## config.mk

```make
export PLATFORM = sky130hd
export DESIGN_NAME = dqo_scale
export DESIGN_NICKNAME = d
export VERILOG_FILES = /design/src/sv/dqo_pkg.sv /design/src/sv/dqo_scale.sv
export SDC_FILE = /design/constraint.sdc
export NUM_CORES = 2
export LEC_CHECK = 0
export BUFFER_PORTS_ARGS = -buffer_cell sky130_fd_sc_hd__buf_2
export CORE_MARGIN = 4
export CORE_UTILIZATION = 55
export DETAILED_ROUTE_END_ITERATION = 6
export GPL_TIMING_DRIVEN = 0
export PLACE_DENSITY = 0.74
export RECOVER_POWER = 25
export REMOVE_ABC_BUFFERS = 1
export SYNTH_ARGS = -nofsm -noshare
export SYNTH_HDL_FRONTEND = slang
export SYNTH_SLANG_ARGS = --single-unit
```

## constraint.sdc

```tcl
create_clock -name clk -period 22.9 [get_ports clk]
set_input_delay 1.145 -clock clk [delete_from_list [all_inputs] [get_ports clk]]
set_output_delay 1.145 -clock clk [all_outputs]
set_load 0.02 [all_outputs]
```

## src/sv/dqo_pkg.sv

```systemverilog
`default_nettype none

package dqo_pkg;

	localparam int OUT_W = 32;
	localparam int K_W = 20;
	// magnitude word holds the widest count sum, split in two halves for the multipliers
	localparam int MAG_W = 66;
	localparam int HALF_W = MAG_W / 2;
	localparam int PROD_W = HALF_W + K_W;
	localparam int FULL_W = MAG_W + K_W;

	localparam logic [K_W-1:0] MM_PER_TICK_RST = K_W'(5571);
	localparam logic [K_W-1:0] DEG_PER_COUNT_RST = K_W'(15729);

	typedef enum logic [1:0] {
		CMD_SAMPLE = 2'd0,
		CMD_SNAPSHOT = 2'd1,
		CMD_CLEAR = 2'd2
	} cmd_t;

	typedef enum logic [0:0] {
		CFG_MM_PER_TICK = 1'b0,
		CFG_DEG_PER_COUNT = 1'b1
	} cfg_idx_t;

	typedef struct packed {
		cmd_t cmd;
		logic right_a;
		logic right_b;
		logic left_a;
		logic left_b;
	} item_t;

	typedef struct packed {
		logic signed [OUT_W-1:0] right_position;
		logic signed [OUT_W-1:0] left_position;
		logic signed [OUT_W-1:0] right_step;
		logic signed [OUT_W-1:0] left_step;
		logic signed [OUT_W-1:0] travel_mm;
		logic signed [OUT_W-1:0] heading_deg;
		logic signed [OUT_W-1:0] skew;
	} result_t;

	// live fields carried down the pipeline beside the odometry arithmetic
	typedef struct packed {
		cmd_t kind;
		logic [OUT_W-1:0] right_pos;
		logic [OUT_W-1:0] left_pos;
		logic [OUT_W-1:0] right_diff;
		logic [OUT_W-1:0] left_diff;
		logic [OUT_W-1:0] skew;
	} live_t;

	typedef struct packed {
		logic ld_s2;
		logic ld_s3;
		logic ld_s4;
	} adv_t;

endpackage

`default_nettype wire

```

## src/sv/dqo_scale.sv

```systemverilog
`default_nettype none

module dqo_scale #(
	parameter int SUM_W = 33,
	parameter int SHIFT = 17
) (
	input  wire logic                           clk,
	input  wire dqo_pkg::adv_t                  adv,
	input  wire logic signed [SUM_W-1:0]        sum,
	input  wire logic [dqo_pkg::K_W-1:0]        k,
	output logic signed [dqo_pkg::OUT_W-1:0]    res
);

	localparam int MAG_W = dqo_pkg::MAG_W;
	localparam int HALF_W = dqo_pkg::HALF_W;
	localparam int PROD_W = dqo_pkg::PROD_W;
	localparam int FULL_W = dqo_pkg::FULL_W;
	localparam int OUT_W = dqo_pkg::OUT_W;

	logic signed [MAG_W-1:0] ext;
	logic [MAG_W-1:0] mag;

	logic [MAG_W-1:0] mag_s2;
	logic neg_s2;
	logic [PROD_W-1:0] plo_s3;
	logic [PROD_W-1:0] phi_s3;
	logic neg_s3;
	logic [FULL_W-1:0] full_s4;
	logic neg_s4;

	logic [FULL_W-1:0] quo;
	logic [FULL_W-1:0] lim;
	logic [FULL_W-1:0] clip;

	assign ext = MAG_W'(sum);
	assign mag = ext[MAG_W-1] ? MAG_W'(-ext) : MAG_W'(ext);

	always_ff @(posedge clk) begin
		if (adv.ld_s2) begin
			mag_s2 <= mag;
			neg_s2 <= ext[MAG_W-1];
		end
		if (adv.ld_s3) begin
			plo_s3 <= PROD_W'(mag_s2[HALF_W-1:0]) * PROD_W'(k);
			phi_s3 <= PROD_W'(mag_s2[MAG_W-1:HALF_W]) * PROD_W'(k);
			neg_s3 <= neg_s2;
		end
		if (adv.ld_s4) begin
			full_s4 <= (FULL_W'(phi_s3) << HALF_W) + FULL_W'(plo_s3);
			neg_s4 <= neg_s3;
		end
	end

	// truncate the magnitude, clip to the signed range, then restore the sign
	always_comb begin
		quo = full_s4 >> SHIFT;
		lim = neg_s4 ? (FULL_W'(1) << (OUT_W - 1)) : ((FULL_W'(1) << (OUT_W - 1)) - FULL_W'(1));
		clip = (quo > lim) ? lim : quo;
		res = neg_s4 ? $signed(-clip[OUT_W-1:0]) : $signed(clip[OUT_W-1:0]);
	end

endmodule

`default_nettype wire

```

==> reports/metrics.yaml <==
synth_area_per_cell_um2: 9.37
vias: 37500
worst_ep_required_time_ns: 23.23
placement.cell_area_mm2: 0.0538
maximum_number_of_pins_on_one_net_before_global_route_repair: 71
nNetsFinal: 7003
die_area_mm2: 0.101
post-route-cell-area_mm2: 0.0547
i_o_pin_total: 89
post-dp-hpwl_um: 92000
number_of_global_route_vias_before_repair: 40600
min-delay-path-class: "flip-flop to flip-flop"
final-max-slew-violation-count: 134
route.detailed.wl_per_inst_um: 18.9
mostFrequentLayoutCells: "1223 x sky130_fd_sc_hd__inv_1, 1108 x sky130_fd_sc_hd__fa_1, 824 x sky130_fd_sc_hd__nand2_1"
synth_area_leaders: "sky130_fd_sc_hd__fa_1 42%, sky130_fd_sc_hd__edfxtp_1 13%, sky130_fd_sc_hd__ha_1 9.0%, sky130_fd_sc_hd__inv_1 8.7%, sky130_fd_sc_hd__and2_1 7.1%"
die_height_um: 317
route.antenna.remaining_nets: 0
clkLatencyLatePin_ns: 0.60
syn-instance-count: 5607
outcome: "complete, but fails checks"
synth_sequential_area_ratio: 0.130
min_period_over_period: 0.403
totalWireLength_um: 128000
cp-startpoint: "k[4]"
floorplan.core_area_mm2: 0.0949
wire_length_of_the_first_global_routing_pass_um: 213000
remaining_drc_errors: 0
cts_buffers: 27
max_cap_violation_count: 3
clock-root-buffer: "sky130_fd_sc_hd__clkbuf_16"
ant_cells: 0
layout.cells.most_common: "sky130_fd_sc_hd__inv_1"
h-tree-depth: 1
gp_routability_congestion: 0.843
synth.cell_area_mm2: 0.0525
critical_path.startpoint_type: "input port"
finish.cell_count_without_fillers: 6745
cp_data_arrival_time_ns: 9.57
synth_edf_count: 227
fin_tns_setup_ns: 0
maxClockFrequency_ghz: 0.108
grt_use_total: 0.268
cts.sink_count: 227
initial_utilization: 0.554
cts_repair_resize_count: 0
share_of_layout_cells_above_drive_strength_1: 0.0301
port_buffer_count: 88
timing.rr.start: "mag_s2[43]$_SDFFCE_PN0P_"
number_of_distinct_library_cells_after_synthesis: 82
grt_antenna_before_repair: 0
initialDrtViolationCount: 2716
max-slew-margin-rel: -1.50
cts.clk_slew.worst_paths_ns: 0.07
finalClockSkew_ns: 0.0281
routed_via_density: 5.57
placement.setup.worst_slack_ns: 13.32
final_period_minus_worst_setup_slack_ns: 9.24
violations: "max-capacitance violations, max-slew violations"
worstSetupPathType: "input port to flip-flop"
floorplan.die.width_um: 317
grt_remaining_overflow: 0
layout-area-overhead-vs-synth_pct: 4.20
final_report_setup_violation_count: 0
yosys.area.top_type: "sky130_fd_sc_hd__fa_1"
synthDominantCellAreaShare: 0.422
dr.pass1.iters: 6
report.final.hold_viol_count: 0
yosys_warnings: 0
cts-hold-fix-buffers: 0
max_slew.worst_pin.slew_ns: 3.75
path_max_fanout: 41
synth_seq_cells: 227
unrepaired_setup_endpoints_after_global_routing: "no"
async_reset_ff_frac: 0
clock_tree_from_tritoncts: "yes"
hold_path_startpoint: "neg_s2$_DFFE_PP_"
rows: 113
postSynth.topFlopCell: "sky130_fd_sc_hd__edfxtp_1"
postCtsSetupRepairBufs: 0
place_inst: 6695
clock_tree.buffer_depth: 3
crit_path_end_kind: "flip-flop"
final.setup.worst_slack_ns: 13.66
==> per-stage QoR <==
step / utilization / hold slack (ns)
after floorplan: - / 0.400
after global placement: 0.564 / 0.401
after detailed placement: 0.567 / 0.405
after CTS: 0.577 / 0.415
after global routing: 0.577 / 0.426
final: 0.577 / 0.412
==> final cells by class <==
| type | instances | area, um^2 |
|---|---|---|
| clock buffers | 30 | 687 |
| repair buffers | 99 | 714 |
| multi-input cells | 3881 | 40100 |
| inverters | 1223 | 4590 |
| well taps | 1265 | 1580 |
| fillers | 8166 | 40100 |
| flip-flops and latches | 227 | 6820 |
| clock inverters | 20 | 254 |
==> Yosys cell counts, drive strengths merged (5+ instances only) <==
cell type	n
nor3	41
o21a	13
nand4	26
o21bai	12
edfxtp	227
and2	595
or4	11
o21ai	108
ha	379
inv	1223
o31ai	12
and3	18
nor3b	5
xnor2	121
o211ai	12
or2	6
nand2b	18
nor4	19
xor2	48
a31oi	16
nand2	824
a211oi	13
or3	12
a21o	71
nor2b	18
clkbuf	304
fa	1108
o41ai	11
a21oi	139
o2111ai	6
and4	10
nor2	84
nand3	32
o22a	5
==> path summary, 6_finish.rpt <==
check	endpoint	slack, ns	depth (start not counted)
setup reg to reg	phi_s3[49]$_DFFE_PP_	13.98	24
hold reg to reg	neg_s3$_DFFE_PP_	0.41	0
hold / removal	neg_s3$_DFFE_PP_	0.41	0
setup / recovery	phi_s3[49]$_DFFE_PP_	13.66	26
==> routing by layer <==
metal | wire, um | track usage | share of wire | vias up
met1 | 53400 | 0.374 | 0.42 | 19300
met4 | 4540 | 0.0860 | 0.036 | 0
met3 | 10000 | 0.0366 | 0.078 | 291
met2 | 59700 | 0.438 | 0.47 | 1446
li1 | - | - | - | 16500
met5 | 0 | 0 | 0 | -
==> critical path, stage by stage <==
cell and delay (ns):
sky130_fd_sc_hd__buf_2 0.52, sky130_fd_sc_hd__buf_12 0.31, sky130_fd_sc_hd__and2_1 0.19, sky130_fd_sc_hd__fa_1 0.44, sky130_fd_sc_hd__fa_1 0.52, sky130_fd_sc_hd__inv_1 0.05
sky130_fd_sc_hd__fa_1 0.48, sky130_fd_sc_hd__inv_1 0.06, sky130_fd_sc_hd__fa_1 0.51, sky130_fd_sc_hd__inv_1 0.06, sky130_fd_sc_hd__fa_1 0.54, sky130_fd_sc_hd__inv_1 0.05
sky130_fd_sc_hd__fa_1 0.48, sky130_fd_sc_hd__inv_1 0.05, sky130_fd_sc_hd__fa_1 0.48, sky130_fd_sc_hd__inv_1 0.05, sky130_fd_sc_hd__ha_1 0.39, sky130_fd_sc_hd__nand3_1 0.21
sky130_fd_sc_hd__o32ai_1 0.33, sky130_fd_sc_hd__a21oi_1 0.21, sky130_fd_sc_hd__o31ai_1 0.88, sky130_fd_sc_hd__o31ai_1 0.30, sky130_fd_sc_hd__o311a_1 0.47, sky130_fd_sc_hd__o21ai_0 0.45
sky130_fd_sc_hd__a21oi_1 0.16, sky130_fd_sc_hd__xnor2_1 0.15
==> registers in the layout (all words and copies together) (netlist names) <==
| register | count |
|---|---|
| mag_s2 | 66 |
| neg_s3 | 1 |
| full_s4 | 69 |
| plo_s3 | 36 |
| neg_s4 | 1 |
| phi_s3 | 53 |
| neg_s2 | 1 |
==> kinds of logic (layout without fill, tap and decap cells) <==
family | count (synthesis) | after routing | share of synthesized area
fa+ha+maj | 1487 | 1487 | 0.513
flops | 227 | 227 | 0.130
mux | 4 | 4 | 0.000786
compound gates | 464 | 464 | 0.0569
xor+xnor | 169 | 169 | 0.0282
simple gates | 1725 | 1725 | 0.162
other cells | 1 | 32 | 0.0000714
buf+inv | 1530 | 1372 | 0.110
Power is left out: the tool's default activity adds up to more than one toggle a clock period on the data nets, which glitch-free logic cannot reach.
