===== config.mk =====
export PLATFORM = sky130hd
export DESIGN_NAME = dqo_wheel
export DESIGN_NICKNAME = d
export VERILOG_FILES = /design/src/sv/dqo_wheel.sv
export SDC_FILE = /design/constraint.sdc
export NUM_CORES = 1
export LEC_CHECK = 0
export BUFFER_PORTS_ARGS = -buffer_cell sky130_fd_sc_hd__buf_2
export CAP_MARGIN = 20
export CORE_UTILIZATION = 25
export DETAILED_ROUTE_END_ITERATION = 6
export PLACE_DENSITY_LB_ADDON = 0.05
export SLEW_MARGIN = 30
export SYNTH_ARGS = -nofsm -noshare
export SYNTH_HDL_FRONTEND = slang
export SYNTH_SLANG_ARGS = --single-unit

===== constraint.sdc =====
create_clock -name vclk -period 5.57
set_clock_uncertainty 0.1 [all_clocks]
set_input_delay 0.557 -clock vclk [all_inputs]
set_output_delay 0.557 -clock vclk [all_outputs]
set_load 0.005 [all_outputs]

===== src/sv/dqo_wheel.sv =====
`default_nettype none

module dqo_wheel #(
	parameter int CNT_W = 32,
	parameter bit INVERT = 1'b0
) (
	input  wire logic [CNT_W-1:0] count,
	input  wire logic             a,
	input  wire logic             b,
	input  wire logic             a_prev,
	input  wire logic             b_prev,
	output logic      [CNT_W-1:0] count_next
);

	logic up_a;
	logic up_b;
	logic [CNT_W-1:0] inc_a;
	logic [CNT_W-1:0] inc_b;

	// B is judged against the new A, so a double change takes A first
	assign up_a = (a != b_prev) ^ INVERT;
	assign up_b = (a == b) ^ INVERT;

	always_comb begin
		inc_a = '0;
		inc_b = '0;
		if (a != a_prev) begin
			inc_a = up_a ? CNT_W'(1) : '1;
		end
		if (b != b_prev) begin
			inc_b = up_b ? CNT_W'(1) : '1;
		end
		count_next = count + inc_a + inc_b;
	end

endmodule

`default_nettype wire


==> flow_metrics.py, run 1 <==
metrics = {
    "detailed_routing": {
        "drt_wl_total_um": 6940,
        "drcViolationCount": 0,
        "firstDrtPassIters": 4,
        "drtIter0Drc": 54,
        "via_per_inst": 4.81,
        "post_drt_wl_per_cell_um": 13.4,
        "ant_nets": 0,
        "num_vias": 2485,
    },
    "grt": {
        "grt_pass1_vias": 2480,
        "grt_pass1_wl_um": 11600,
        "grtUsageTotal_pct": 13.5,
        "antenna_found_initial": 0,
        "grt_max_degree": 29,
        "gr-total-overflow": 0,
    },
    "min_path": {
        "hold_class": "in2out",
    },
    "floorplan": {
        "rows": 36,
        "dieWidth_um": 102,
        "die_h_um": 102,
        "io_pins": 68,
        "start_util_pct": 25.8,
        "core_region_area_um2": 9770,
        "die_area_um2": 10500,
    },
    "place": {
        "dp_hpwl_um": 5760,
        "place_ws_ps": 804,
        "gp_congestion": 0.776,
        "io_buffer_count": 68,
    },
    "layout": {
        "utilization_pct": 30.9,
        "final_common_cell": "buf_2",
        "layout_common_cells": "68 x buf_2, 60 x ha_1, 50 x xnor2_1",
        "ff_latch_area_um2": 0,
        "n_sequential_cell": 0,
        "nets": 484,
        "layout-drive-gt1-share_pct": 20.6,
        "fillers": 1113,
        "clkbuf_count": 0,
        "syn_to_final_growth_pct": 19.8,
        "antenna_cells": 0,
    },
    "synth": {
        "synth_compound_area_share_pct": 32.8,
        "syn_nets": 420,
        "synth_xor_area_share_pct": 21.5,
        "syn_avg_cell_area_um2": 7.83,
        "synth_area_um2": 2520,
        "synth.distinct_cells": 41,
        "synthSimpleGateAreaFrac_pct": 11.4,
        "synthAdderAreaFrac_pct": 31.3,
        "netlist_instances": 322,
        "synth_top_family_by_area": "compound AO/OA/AOI/OAI gates",
        "synth.yosys.seq_area_share_pct": 0,
        "synthMuxAreaShare_pct": 0,
        "yosysWarnings": 0,
    },
    "cts": {
        "cts_hold_buf": 0,
        "post_cts_resized": 0,
        "cts_setup_buffers": 0,
    },
    "sta": {
        "setup_viol": 0,
        "worst_slew_pin_slew_ps": 481,
        "relSlewSlack_pct": 67.9,
        "min_period_over_period_pct": 84.6,
        "fin_ws_ps": 857,
        "tns_ps": 0,
        "fin_crit_ps": 4710,
        "clock.fmax_ghz": 0.212,
        "slew_viol_final": 0,
        "rsz0062_at_grt": "false",
        "hold_viol_final": 0,
    },
    "setup_path": {
        "worstPathMaxFanout": 19,
        "critPathCaptureType": "output pin",
        "path_class": "in2out",
        "cp-start-kind": "input port",
        "cp_data_required_time_ps": 4910,
        "cp_data_arrival_time_ps": 4060,
    },
    "power_and_ir_drop": {
        "peakVddDrop_mv": 0.0810,
        "p_leak_nw": 1.66,
        "power.density_nw_per_um2": 231,
    },
    "run_status": {
        "status": "finished clean",
    },
    "job": {
        "maxCapViolCount": 0,
    },
}
-- cells by family (layout without fill, tap and decap cells) --
kind of cell	Yosys count	in the layout
AOI/OAI and AO/OA	118	118
xor gates and xnor gates	62	62
adders and majority gates	62	62
buffers and inverters	19	81
and+or+nand+nor	61	61
-- synth_stat cells --
cell type	number	area (um^2)
ha_1	60	751
xnor2_1	50	438
a21o_1	38	285
a21oi_1	29	145
nand2_1	19	71.3
nor2_1	18	67.6
o21ai_0	14	70.1
xor2_1	12	105
clkbuf_1	8	30.0
inv_1	8	30.0
and3_1	5	31.3
nor2b_1	5	31.3
o211ai_1	5	37.5
o21a_1	5	37.5
a31oi_1	4	25.0
nor3_1	4	20.0
a211oi_1	3	22.5
nand4_1	3	18.8
o21bai_1	3	22.5
a21boi_0	2	15.0
a41oi_1	2	17.5
and2_1	2	12.5
buf_2	2	10.0
fa_1	2	40.0
nand3_1	2	10.0
o21ai_1	2	10.0
a211o_1	1	8.76
a21boi_2	1	11.3
a221oi_2	1	15.0
a311o_1	1	10.0
a311oi_1	1	8.76
a31o_2	1	8.76
a31oi_4	1	21.3
and4_1	1	8.76
clkinv_1	1	3.75
nand4b_1	1	8.76
nor3b_1	1	7.51
o21ai_2	1	8.76
o31ai_1	1	7.51
o41a_1	1	11.3
o41ai_4	1	27.5
-- power by group --
part | switching, mW | total (mW) | internal, mW
clock network | 0 | 0 | 0
registers | 0 | 0 | 0
logic | 0.372 | 0.698 | 0.326
-- stage by stage --
| step | hold WS (ps) | total power [mW] | cells | cell area [um^2] |
|---|---|---|---|---|
| finish | 1430 | 0.698 | 517 | 3020 |
| global route | 1460 | 0.794 | 517 | 3020 |
| CTS | 1440 | 0.712 | 517 | 3020 |
| detailed placement | 1440 | 0.705 | 517 | 3020 |
| global placement | 1420 | 0.714 | 517 | 3020 |
| floorplan | 1220 | 0.476 | 322 | 2520 |
-- final cells by class --
| type | count | area [um^2] | area share, % |
|---|---|---|---|
| tap | 133 | 166 | 5.50 |
| multi-input combinational | 303 | 2450 | 81.1 |
| inverter | 9 | 33.8 | 1.12 |
| timing repair buffer | 72 | 370 | 12.3 |
-- path summary, 6_finish.rpt --
check                 cells after the start  slack, ps      from        endpoint
worst max-delay path                     16        860         a  count_next[29]
worst min-delay path                      4       1430  count[0]   count_next[0]
-- critical path: stages --
cell	delay (ps)
buf_2	120
nand2_1	100
nor2_1	50
a21oi_1	270
inv_1	320
buf_4	330
ha_1	330
ha_1	350
a21oi_1	140
nor2b_1	70
a311o_1	440
a31oi_4	250
o21ai_2	160
a211o_1	320
and3_1	140
buf_2	120
-- metal layers --
metal / global-route usage, % / share of wire (%) / vias to the layer above
li1: - / - / 1310
met5: 0 / 0 / -
met2: 24.1 / 46 / 40
met1: 19.1 / 51 / 1135
met3: 0.479 / 3.2 / 0
met4: 0 / 0 / 0
(Power assumes the default switching activity.)
==> run 2: changes to the inputs <==
Clock period 5.57 ns to 3.9 ns, I/O delays scaled along.
==> run 2 against run 1 <==
Against the previous run: utilization grew 12 points; critical endpoint unchanged; largest power group unchanged; wire length up 16%; power rose by 100%; final cell count grew 17%; combinational power grew 100%; clock-buffer cell count is the same; design area is 39% higher; setup slack got worse by 840 ps; flip-flop and latch count unchanged; via count increased by 13%.
==> flow_metrics.py, run 2 (synthesis gave the netlist of run 1 again) <==
metrics = {
    "sta": {
        "hold_viol_final": 0,
        "slew_viol_final": 0,
        "worst_slew_pin_slew_ps": 392,
        "fin_hold_ws_ps": 1110,
        "clock.fmax_ghz": 0.258,
        "fin_crit_ps": 3880,
        "rsz0062_at_grt": "true",
        "setup_viol": 0,
        "min_period_over_period_pct": 99.5,
        "relSlewSlack_pct": 73.7,
    },
    "detailed_routing": {
        "via_per_inst": 4.67,
        "num_vias": 2819,
        "ant_nets": 0,
        "drcViolationCount": 0,
        "drtIter0Drc": 60,
        "post_drt_wl_per_cell_um": 13.3,
        "drt_wl_total_um": 8020,
        "firstDrtPassIters": 4,
    },
    "setup_path": {
        "cp_data_required_time_ps": 3410,
        "cp.buffers_inverters": 4,
        "cp_data_arrival_time_ps": 3390,
        "cp-start-kind": "input port",
        "critPathCaptureType": "output pin",
        "worstPathMaxFanout": 6,
        "cpPeakStageDelay_ps": 540,
        "worst_path_max_delay_cell": "fa_1",
        "path_cells": "buf_8 -> nor2_4 -> nand2_2 -> o21ai_4 -> inv_4 -> fa_1 -> inv_2 -> ha_4 -> fa_2 -> a21oi_2 -> nor2b_1 -> a311o_1 -> a31oi_4 -> o21ai_4 -> a211o_1 -> and3_1 -> buf_2",
        "path_class": "in2out",
        "critPathTopFamily": "compound AO/OA/AOI/OAI gates",
        "crit_path_frequent_cell": "o21ai_4",
    },
    "grt": {
        "gr-total-overflow": 0,
        "grt_max_degree": 29,
        "grtUsageTotal_pct": 14.8,
        "grt_pass1_wl_um": 12700,
        "antenna_found_initial": 0,
        "grt_pass1_vias": 2674,
    },
    "layout": {
        "layout_common_cells": "82 x buf_4, 66 x buf_2, 43 x xnor2_1",
        "antenna_cells": 0,
        "finalInstanceArea_um2": 4200,
        "clkbuf_count": 0,
        "ff_latch_area_um2": 0,
        "layout-drive-gt1-share_pct": 46.7,
        "final_common_cell": "buf_4",
        "fillers": 1028,
        "nets": 571,
        "final_cell_count_no_fill": 604,
        "n_sequential_cell": 0,
        "syn_to_final_growth_pct": 66.4,
    },
    "floorplan": {
        "rows": 36,
        "die_h_um": 102,
        "dieWidth_um": 102,
        "io_pins": 68,
        "core_region_area_um2": 9770,
        "start_util_pct": 25.8,
        "die_area_um2": 10500,
    },
    "power_and_ir_drop": {
        "p_leak_nw": 2.15,
        "pwr-share-seq_pct": 0,
        "peakVddDrop_mv": 0.175,
        "clockPowerShare_pct": 0,
        "p_switching_mw": 0.644,
        "p_sw_share_pct": 45.5,
        "p_int_mw": 0.773,
        "power.density_nw_per_um2": 338,
        "combPwrFrac_pct": 100.0,
    },
    "place": {
        "place_area_um2": 3600,
        "dp_cells": 592,
        "io_buffer_count": 68,
        "dp_hpwl_um": 6530,
        "gp_congestion": 0.774,
    },
    "job": {
        "maxCapViolCount": 0,
    },
    "cts": {
        "cts_hold_buf": 0,
    },
    "min_path": {
        "hold_class": "in2out",
    },
    "run_status": {
        "status": "finished clean",
    },
}
[run 2: cell types whose count changed in the layout (fill, tap and decap cells not counted), sizes merged]
cell and change:
clkinv -1, inv +1, buf +86, clkbuf +1
[run 2: per-stage QoR]
step	TNS, ps	power (mW)	worst slack, ps	util (%)
6_report	0	1.42	18.9	42.9
5_1_grt	-802	1.58	-158	42.9
4_1_cts	-8.17	1.32	-8.17	39.0
3_5_place_dp	-2430	1.23	-286	36.8
3_3_place_gp	-2300	1.24	-284	36.8
2_1_floorplan	0	0.687	14.1	-
[run 2: final cells by class]
type / instances / area, um^2 / area share, %
Tap cell: 133 / 166 / 3.96
Multi-Input combinational cell: 303 / 2890 / 68.8
Timing Repair Buffer: 159 / 1110 / 26.4
Inverter: 9 / 36.3 / 0.864
[run 2: final timing paths]
kind / start / end / slack [ps] / cells after the start
min: count[0] / count_next[0] / 1110 / 4
max: a / count_next[29] / 20 / 17
[run 2: power by group through the flow]
stage / registers (mW) / logic (mW) / clock network [mW]
after floorplan: 0 / 0.687 / 0
after global placement: 0 / 1.24 / 0
after detailed placement: 0 / 1.23 / 0
after CTS: 0 / 1.32 / 0
after global routing: 0 / 1.58 / 0
final: 0 / 1.42 / 0
[run 2: layer usage]
metal | GRT usage (%) | vias up | wire (um)
met1 | 19.7 | 1282 | 3820
met2 | 27.8 | 43 | 3960
met3 | 0.547 | 0 | 236
met4 | 0.330 | 0 | 0
met5 | 0 | - | 0
li1 | - | 1494 | -
[run 2: repair_timing]
item	in CTS	in global routing
gates cloned	0	1
resized for setup	32	54
endpoints found under the setup margin	17	18
pin swaps	15	24
setup buffers	4	8
